$ cat src/rtl/srv_pkg.sv
// package of the reverb block: item types, constants, gain tables and the microcode program
`default_nettype none
package srv_pkg;

  localparam int NUM_STAGES    = 6;
  localparam int NUM_COMB      = 4;
  localparam int MAX_DELAY_DEF = 4096;
  localparam int DLY_W         = 13;
  localparam int SMP_W         = 16;
  localparam int STG_W         = 3;
  localparam int PC_W          = 4;
  localparam int ACC_W         = 32;
  localparam int FRAC_W        = 15;

  typedef struct packed {
    logic signed [SMP_W-1:0] sample_in;
    logic                    last_in;
  } in_item_t;

  typedef struct packed {
    logic signed [SMP_W-1:0] sample_out;
    logic                    clipped;
    logic                    last_out;
  } out_item_t;

  typedef enum logic [1:0] {
    OP_NOP,
    OP_LOAD,
    OP_MUL,
    OP_WB
  } op_e;

  typedef enum logic [1:0] {
    COND_NONE,
    COND_IN,
    COND_OUT
  } cond_e;

  // one control word of the program
  typedef struct packed {
    op_e              op;
    logic [STG_W-1:0] stage;
    logic             rd;
    logic [STG_W-1:0] rd_stage;
    cond_e            cond;
    logic             emit;
    logic             jmp0;
  } uword_t;

  // strobes from the sequencer to the datapath, already qualified
  typedef struct packed {
    logic             load;
    logic             mul;
    logic             wb;
    logic             emit;
    logic             rd;
    logic [STG_W-1:0] stage;
    logic [STG_W-1:0] rd_stage;
  } ctrl_t;

  typedef struct packed {
    logic clr_busy;
    logic out_free;
  } sts_t;

  function automatic logic [DLY_W-1:0] dly_reset(logic [STG_W-1:0] k);
    logic [DLY_W-1:0] r;
    case (k)
      3'd0:    r = 13'd1309;
      3'd1:    r = 13'd793;
      3'd2:    r = 13'd1984;
      3'd3:    r = 13'd2646;
      3'd4:    r = 13'd220;
      3'd5:    r = 13'd74;
      default: r = 13'd1;
    endcase
    return r;
  endfunction

  // q1.15 gain on the delayed sample
  function automatic logic [15:0] gain_d(logic [STG_W-1:0] k);
    logic [15:0] g;
    case (k)
      3'd0:    g = 16'd26378;
      3'd1:    g = 16'd27099;
      3'd2:    g = 16'd25657;
      3'd3:    g = 16'd25035;
      default: g = 16'd22938;
    endcase
    return g;
  endfunction

  // q1.15 gain on the stage input: unity for combs, one minus g for all-passes
  function automatic logic [15:0] gain_x(logic [STG_W-1:0] k);
    logic [15:0] g;
    if (k < STG_W'(NUM_COMB)) begin
      g = 16'd32768;
    end else begin
      g = 16'd9830;
    end
    return g;
  endfunction

  function automatic uword_t mk(op_e op, logic [STG_W-1:0] stage, logic rd,
                                logic [STG_W-1:0] rd_stage, cond_e cond,
                                logic emit, logic jmp0);
    uword_t w;
    w.op       = op;
    w.stage    = stage;
    w.rd       = rd;
    w.rd_stage = rd_stage;
    w.cond     = cond;
    w.emit     = emit;
    w.jmp0     = jmp0;
    return w;
  endfunction

  // program: take item and fetch stage 0, then multiply (fetching the next
  // stage) and write back for each of the six stages
  function automatic uword_t ucode(logic [PC_W-1:0] pc);
    uword_t w;
    case (pc)
      4'd0:    w = mk(OP_LOAD, 3'd0, 1'b1, 3'd0, COND_IN,   1'b0, 1'b0);
      4'd1:    w = mk(OP_MUL,  3'd0, 1'b1, 3'd1, COND_NONE, 1'b0, 1'b0);
      4'd2:    w = mk(OP_WB,   3'd0, 1'b0, 3'd0, COND_NONE, 1'b0, 1'b0);
      4'd3:    w = mk(OP_MUL,  3'd1, 1'b1, 3'd2, COND_NONE, 1'b0, 1'b0);
      4'd4:    w = mk(OP_WB,   3'd1, 1'b0, 3'd0, COND_NONE, 1'b0, 1'b0);
      4'd5:    w = mk(OP_MUL,  3'd2, 1'b1, 3'd3, COND_NONE, 1'b0, 1'b0);
      4'd6:    w = mk(OP_WB,   3'd2, 1'b0, 3'd0, COND_NONE, 1'b0, 1'b0);
      4'd7:    w = mk(OP_MUL,  3'd3, 1'b1, 3'd4, COND_NONE, 1'b0, 1'b0);
      4'd8:    w = mk(OP_WB,   3'd3, 1'b0, 3'd0, COND_NONE, 1'b0, 1'b0);
      4'd9:    w = mk(OP_MUL,  3'd4, 1'b1, 3'd5, COND_NONE, 1'b0, 1'b0);
      4'd10:   w = mk(OP_WB,   3'd4, 1'b0, 3'd0, COND_NONE, 1'b0, 1'b0);
      4'd11:   w = mk(OP_MUL,  3'd5, 1'b0, 3'd0, COND_NONE, 1'b0, 1'b0);
      4'd12:   w = mk(OP_WB,   3'd5, 1'b0, 3'd0, COND_OUT,  1'b1, 1'b1);
      default: w = mk(OP_NOP,  3'd0, 1'b0, 3'd0, COND_NONE, 1'b0, 1'b1);
    endcase
    return w;
  endfunction

endpackage
`default_nettype wire

$ cat src/rtl/srv_seq.sv
// microcode sequencer: step counter over the program table with wait conditions
`default_nettype none
module srv_seq
  import srv_pkg::*;
(
  input  wire logic  clk_i,
  input  wire logic  rst_ni,
  input  wire logic  in_valid_i,
  input  wire sts_t  sts_i,
  output logic       in_stall_o,
  output ctrl_t      ctrl_o
);

  logic [PC_W-1:0] pc_q, pc_d;
  uword_t          uw;
  logic            go;

  assign uw = ucode(pc_q);

  always_comb begin
    case (uw.cond)
      COND_IN:   go = in_valid_i && !sts_i.clr_busy;
      COND_OUT:  go = sts_i.out_free;
      default:   go = 1'b1;
    endcase
  end

  // stall does not look at valid
  assign in_stall_o = !(uw.op == OP_LOAD && !sts_i.clr_busy);

  always_comb begin
    ctrl_o.load     = go && (uw.op == OP_LOAD);
    ctrl_o.mul      = go && (uw.op == OP_MUL);
    ctrl_o.wb       = go && (uw.op == OP_WB);
    ctrl_o.emit     = go && uw.emit;
    ctrl_o.rd       = go && uw.rd;
    ctrl_o.stage    = uw.stage;
    ctrl_o.rd_stage = uw.rd_stage;
  end

  always_comb begin
    pc_d = pc_q;
    if (go) begin
      pc_d = uw.jmp0 ? '0 : pc_q + PC_W'(1);
    end
  end

  always_ff @(posedge clk_i or negedge rst_ni) begin
    if (!rst_ni) begin
      pc_q <= '0;
    end else begin
      pc_q <= pc_d;
    end
  end

endmodule
`default_nettype wire

$ cat config.mk
export PLATFORM = sky130hd
export DESIGN_NAME = srv_seq
export DESIGN_NICKNAME = d
export VERILOG_FILES = /design/src/rtl/srv_pkg.sv /design/src/rtl/srv_seq.sv
export SDC_FILE = /design/constraint.sdc
export NUM_CORES = 1
export LEC_CHECK = 0
export ABC_AREA = 1
export BUFFER_PORTS_ARGS = -buffer_cell sky130_fd_sc_hd__buf_2
export CORE_MARGIN = 2
export CORE_UTILIZATION = 35
export DETAILED_ROUTE_END_ITERATION = 10
export PLACE_DENSITY = 0.68
export SYNTH_ARGS = -nofsm -noshare
export SYNTH_HDL_FRONTEND = slang
export SYNTH_SLANG_ARGS = --single-unit
$ cat constraint.sdc
create_clock -name clk_i -period 2.19 [get_ports clk_i]
set_input_delay 0.438 -clock clk_i [delete_from_list [all_inputs] [get_ports clk_i]]
set_output_delay 0.438 -clock clk_i [all_outputs]
set_load 0.03 [all_outputs]
# Yosys cells after proc, flatten, opt, wreduce, memory -nomap -nowiden
# Memories as Yosys holds them, arrays and structs flattened.
# Cells that the tools add are included.
# W data, S select, Z words.
[op_classes]
mux = 2
n_addsub = 1
n_reduce_logical = 9
n_eq_ne = 5
[op_table]
columns = ["op", "n"]
rows = [
  ["$logic_and A1 B1 Y1", 7],
  ["$eq A2 B2 Y1 const B", 3],
  ["$add A4 B1 Y4 const B", 1],
  ["$eq A2 B1 Y1 const B", 2],
  ["$mux W4", 1],
  ["$logic_not A1 Y1", 2],
  ["$pmux W1 S2", 1],
]
[totals]
register_bits = 4
rom_bits = 208
in_bits = 5
out_inout_bits = 12
mem_count = 1
wordCells = 19
[memory_table]
columns = ["name", "words", "word_bits", "read_ports", "rd_clocked_by_memory_dff", "wr", "line_no", "text"]
rows = [
  ["(name not given)", 16, 13, 1, 0, 0, "srv_pkg.sv:122", "case (pc)"],
]

# Depth between registers and ports, before layout
# Gate-level depths: netlist (run 1).
[depth]
word_depth = 4
ltp_mapped = 8
mapped_depth_nobuf = 8

# Worst setup path before layout (run 1)
# OpenSTA, ideal clock, no wires.
[synth_path]
kind = "reg-to-output"
startpoint = "register pc_q[0]"
endpoint = "output ctrl_o[3] (netlist name)"
path_buffers = 0
setup_slack_ps = 112
stages_incl_launch_ff = 6
required_ps = 1752
t_arrival_ps = 1640
cell_sequence = "dfrtp_1 > inv_1 > ha_1 > inv_1 > o21ai_0 > o21ai_0"
[synth_lines]
columns = ["item", "line_no", "text"]
rows = [
  ["from (decl)", "srv_seq.sv:14", "logic [PC_W-1:0] pc_q, pc_d;"],
  ["from (signal assigned)", "srv_seq.sv:52", "pc_q <= pc_d;"],
  ["to (decl)", "srv_seq.sv:11", "output ctrl_t ctrl_o"],
]

==> results.tsv, run 1 <==
stage	metric	value	unit
clock_network	Clock Latency Late Sink	230	ps
drt	DR vias/cell	4.56	
drt	DRT antenna net count	0	
floorplanning	DIE AREA	0.00173	mm2
sta	actual slew at the worst max-slew pin	420	ps
finish	n_diodes	0	
clock_network	number of CTS-inserted buffers	3	
yosys	Yosys warning count	0	
place	gpl congestion	0.854	
place	pre-CTS WS	244	ps
drt	WL/cell	8.88	um
sta	hold slack final	538	ps
drt	DR WL met3	35	um
run_status	status	finished, final reports clean	
flow_run	max cap viols	0	
drt	DRT Pass-1 Iters	4	
grt	largest net degree at the start of global routing	16	
sta	slew margin rel.	0.720	
drt	Metal-1 WL	530	um
finish	commonest non-fill, non-tap cell in the layout	nand2_1	
grt	first-pass GRT wire length	1770	um
sta	final worst-path cycle share	0.934	
yosys	sequential-to-total area share from yosys stat	0.203	
finish	biggest regs	pc_q x4	
drt	WL met2	455	um
floorplanning	Core Area	0.00132	mm2
yosys	Mapped Avg Cell Area	6.10	um2
finish	most frequent cells in the layout	22 x nand2_1, 16 x buf_2, 11 x inv_1, 11 x nor2_1, 7 x o21ai_0	
yosys	Synth Net Count	91	
sta	# setup viols final	0	
sta	Max Transition Viols Final	0	
sta	Max Freq	489	MHz
yosys	Mapped Area	494	um2
floorplanning	Die X	41.6	um
hold_path	hold crit path type	in -> async	
sta	fin crit period	2040	ps
place	DP HPWL	843	um
worst_setup_path	Worst EP required	1750	ps
worst_setup_path	CP endpoint kind	primary output	
worst_setup_path	WP data arrival	1610	ps
clock_network	CTS tree	built	
clock_network	CTS root buf	clkbuf_4	
finish	Final nets	112	
drt	highest metal used	met3	
clock_network	worst-case clock buffer depth	2	
grt	total track usage	0.130	
drt	drt drc	0	
yosys	synth unique cells	18	
yosys	Synth area leader	dfrtp_1	
finish	layout cell share with drive strength beyond 1	0.300	
floorplanning	# IOs	17	
clock_network	clk sinks	4	
floorplanning	Initial Util	0.375	
yosys	Syn Inst Count	81	
sta	setup TNS	0	ps
sta	Layout Skew	4.10	ps
place	I/O Buffers	16	
finish	fin util	0.478	
grt	initial antenna violation count	0	
grt	Congestion Overflow GR	0	
sta	Final Hold Violating Endpoints	0	
yosys	Yosys top cell area share	0.203	
drt	vias	524	
yosys	FF+latch count, synth	4	
clock_network	H-tree depth	1	
finish	most flop-heavy register	pc_q	
grt	vias in the first global route	411	
clock_network	clock-pin slew on the worst setup and hold paths	40	ps
floorplanning	Die Y	41.6	um
sta	final worst slack	145	ps
worst_setup_path	Critical Path Fanout Max	7	
drt	Initial DRC Count	7	
floorplanning	FP Rows	13	
finish	Fill cells	142	
worst_setup_path	CP Launch Type	flop	
finish	synth-to-layout area growth	27.3	%
finish	max reg flops	4	
sta	RSZ-0062 raised after global routing	false	
yosys	Area contributors post-synth	dfrtp_1 20%, nand2_1 17%, ha_1 13%, inv_1 9.9%, nor2_1 8.4%	
drt	Routed WL	1020	um
worst_setup_path	Setup Crit Path Kind	reg -> out	
[area by class of cell]
class                   instances  area (um2)  area share
repair buffers                 18        97.6       0.155
well taps                      15        18.8      0.0298
inverters                      15        56.3      0.0895
flip-flops and latches          4         100       0.159
clock buffers                   3        22.5      0.0358
multi-input cells              60         334       0.531
[cell usage after synthesis (all sizes together)]
library cell and n:
nand2 23, inv 15, nor2 12, nand3 8, o21ai 7, ha 5
dfrtp 4, a21oi 2, buf 2, nand4 1, o21a 1, or2 1
[metal layers]
layer  track usage  vias to the layer above
met1         0.172                      223
met3        0.0261                        0
met4        0.0774                        0
li1              -                      290
met2         0.194                       11
met5             0                        -
[through the flow]
step	area, um2	instances
floorplan	494	81
global placement	584	111
finish	629	115
global route	629	115
detailed placement	584	111
CTS	609	114
[critical path: stages (launching register included)]
cell and delay (ps):
dfrtp_1 380, buf_4 160, ha_1 200, or2_2 280, o21ai_0 70, o21ai_0 90, buf_2 190
[what timing repair did]
item | 4_1_cts | 5_1_grt
gates resized for setup | 1 | 3
hold buffers | 0 | 1
hold endpoints to repair | 0 | 2
setup endpoints to repair | 1 | 6
buffers inserted | 0 | 0
[cells by family after synthesis]
group	count (synthesis)	share of synthesized area
adders and majority gates	5	0.127
buffers and inverters	17	0.147
and+or+nand+nor	45	0.418
DFF	4	0.203
AOI/OAI and AO/OA	10	0.106
[path summary, 6_finish.rpt]
kind,to,cells past startpoint,from,slack [ps]
hold reg to reg,pc_q[1],2,pc_q[1],630
min in group clk_i,pc_q[3],4,sts_i[0],560
max in group asynchronous,pc_q[0],2,rst_ni,1530
hold / removal,pc_q[3],2,rst_ni,540
setup reg to reg,pc_q[2],7,pc_q[0],830
setup / recovery,ctrl_o[3],6,pc_q[0],150
Power of run 1 is left out: the tool's default activity adds up to more than one toggle a clock period on the data nets, which glitch-free logic cannot reach.
==> run 2: changes to the inputs <==
- clock period: 2.19 -> 2.25 ns (I/O delays scaled with it)
==> results.tsv, run 2 (same netlist as run 1, synthesis figures left out) <==
stage	metric	value	unit
clock_network	clk sinks	4	
worst_setup_path	slowest stage delay, CP	450	ps
grt	Congestion Overflow GR	0	
floorplanning	# IOs	17	
floorplanning	Die Y	41.6	um
finish	max reg flops	4	
worst_setup_path	critical-path cell list	inv_2 -> ha_4 -> inv_2 -> nor2_2 -> nand2_1 -> inv_1 -> nand2_1 -> nor2_1 -> buf_2	
finish	Final nets	110	
finish	most flop-heavy register	pc_q	
sta	Max Freq	473	MHz
grt	vias in the first global route	440	
drt	DRT antenna net count	0	
sta	final worst-path cycle share	0.939	
finish	most frequent cells in the layout	22 x nand2_1, 16 x buf_2, 12 x inv_1	
sta	final worst slack	138	ps
sta	Max Transition Viols Final	0	
finish	Seq. cell area	101	um2
clock_network	Clock Latency Late Sink	230	ps
clock_network	post-CTS setup buffer count	0	
finish	Fill cells	155	
flow_run	max cap viols	0	
grt	first-pass GRT wire length	1910	um
sta	Layout Skew	2.63	ps
worst_setup_path	CP Launch Type	flop	
hold_path	hold crit path type	in -> async	
finish	biggest regs	pc_q x4	
finish	n_diodes	0	
sta	hold slack final	15.5	ps
place	pre-CTS WS	227	ps
finish	fin util	0.465	
sta	setup TNS	0	ps
clock_network	CTS root buf	clkbuf_4	
drt	WL/cell	9.66	um
worst_setup_path	CP endpoint kind	primary output	
drt	DR vias/cell	4.57	
clock_network	H-tree depth	1	
run_status	status	finished, final reports clean	
drt	DRT Pass-1 Iters	2	
drt	vias	516	
worst_setup_path	WP data arrival	1660	ps
floorplanning	Initial Util	0.375	
grt	initial antenna violation count	0	
place	gpl congestion	0.823	
sta	Final Hold Violating Endpoints	0	
sta	slew margin rel.	0.716	
sta	# setup viols final	0	
clock_network	number of CTS-inserted buffers	3	
worst_setup_path	Worst EP required	1800	ps
finish	commonest non-fill, non-tap cell in the layout	nand2_1	
worst_setup_path	Critical Path Fanout Max	8	
worst_setup_path	Setup Crit Path Kind	reg -> out	
place	I/O Buffers	16	
floorplanning	Core Area	0.00132	mm2
finish	layout cell share with drive strength beyond 1	0.296	
floorplanning	DIE AREA	0.00173	mm2
place	DP HPWL	845	um
floorplanning	Die X	41.6	um
drt	Initial DRC Count	6	
finish	synth-to-layout area growth	24.1	%
sta	RSZ-0062 raised after global routing	false	
drt	drt drc	0	
floorplanning	FP Rows	13	
sta	fin crit period	2110	ps
finish	area of the multi-input gates	334	um2
clock_network	clock-pin slew on the worst setup and hold paths	40	ps
worst_setup_path	Crit-path slowest cell	dfrtp_2	
sta	actual slew at the worst max-slew pin	426	ps
drt	Routed WL	1090	um
clock_network	CTS tree	built	
grt	largest net degree at the start of global routing	16	
worst_setup_path	flop-to-flop setup slack	880	ps
grt	total track usage	0.144	
clock_network	worst-case clock buffer depth	2	
run 2: changes by cell type in the layout (fill, tap and decap cells not counted):
| cell | previous run | this run |
|---|---|---|
| buf_4 | 1 | 0 |
| dfrtp_1 | 4 | 3 |
| dfrtp_2 | 0 | 1 |
| dlygate4sd3_1 | 1 | 0 |
| inv_1 | 11 | 12 |
| inv_2 | 4 | 3 |
run 2: final cells by class:
cell class	count	area share
inverters	15	0.0918
clock buffers	3	0.0367
well taps	15	0.0306
repair buffers	16	0.131
multi-input cells	60	0.545
flip-flops and latches	4	0.165
run 2: metal layers:
layer / vias to the layer above / global-route usage / share of wire
li1: 287 / - / -
met1: 218 / 0.201 / 0.51
met2: 11 / 0.209 / 0.47
met3: 0 / 0.0261 / 0.025
met4: 0 / 0.0774 / 0
met5: - / 0 / 0
run 2: metrics by stage:
stage               std cells  area [um2]
floorplan                  81         494
global placement          110         577
detailed placement        110         577
CTS                       113         602
global route              113         613
finish                    113         613
run 2: repair_timing:
item	4_1_cts	5_1_grt
setup endpoints to repair	2	7
hold endpoints to repair	0	0
pin swaps	0	0
gates resized for setup	1	3
hold buffers	0	0
run 2: path summary, 6_finish.rpt:
kind / start / endpoint / cells after the start
setup / recovery: pc_q[0] / ctrl_o[10] / 9
hold / removal: rst_ni / pc_q[2] / 1
setup reg to reg: pc_q[0] / pc_q[0] / 8
hold reg to reg: pc_q[1] / pc_q[1] / 2
max in group asynchronous: rst_ni / pc_q[0] / 1
min in group clk_i: sts_i[0] / pc_q[2] / 4
run 2: critical path, delay by kind of cell (launching register included):
family                   cells  cell delay (ps)
adder cells (fa/ha/maj)      1              180
buffers and inverters        4              440
flip-flops                   1              450
AND/OR/NAND/NOR              4              340
Power of run 2 is left out for the same reason.
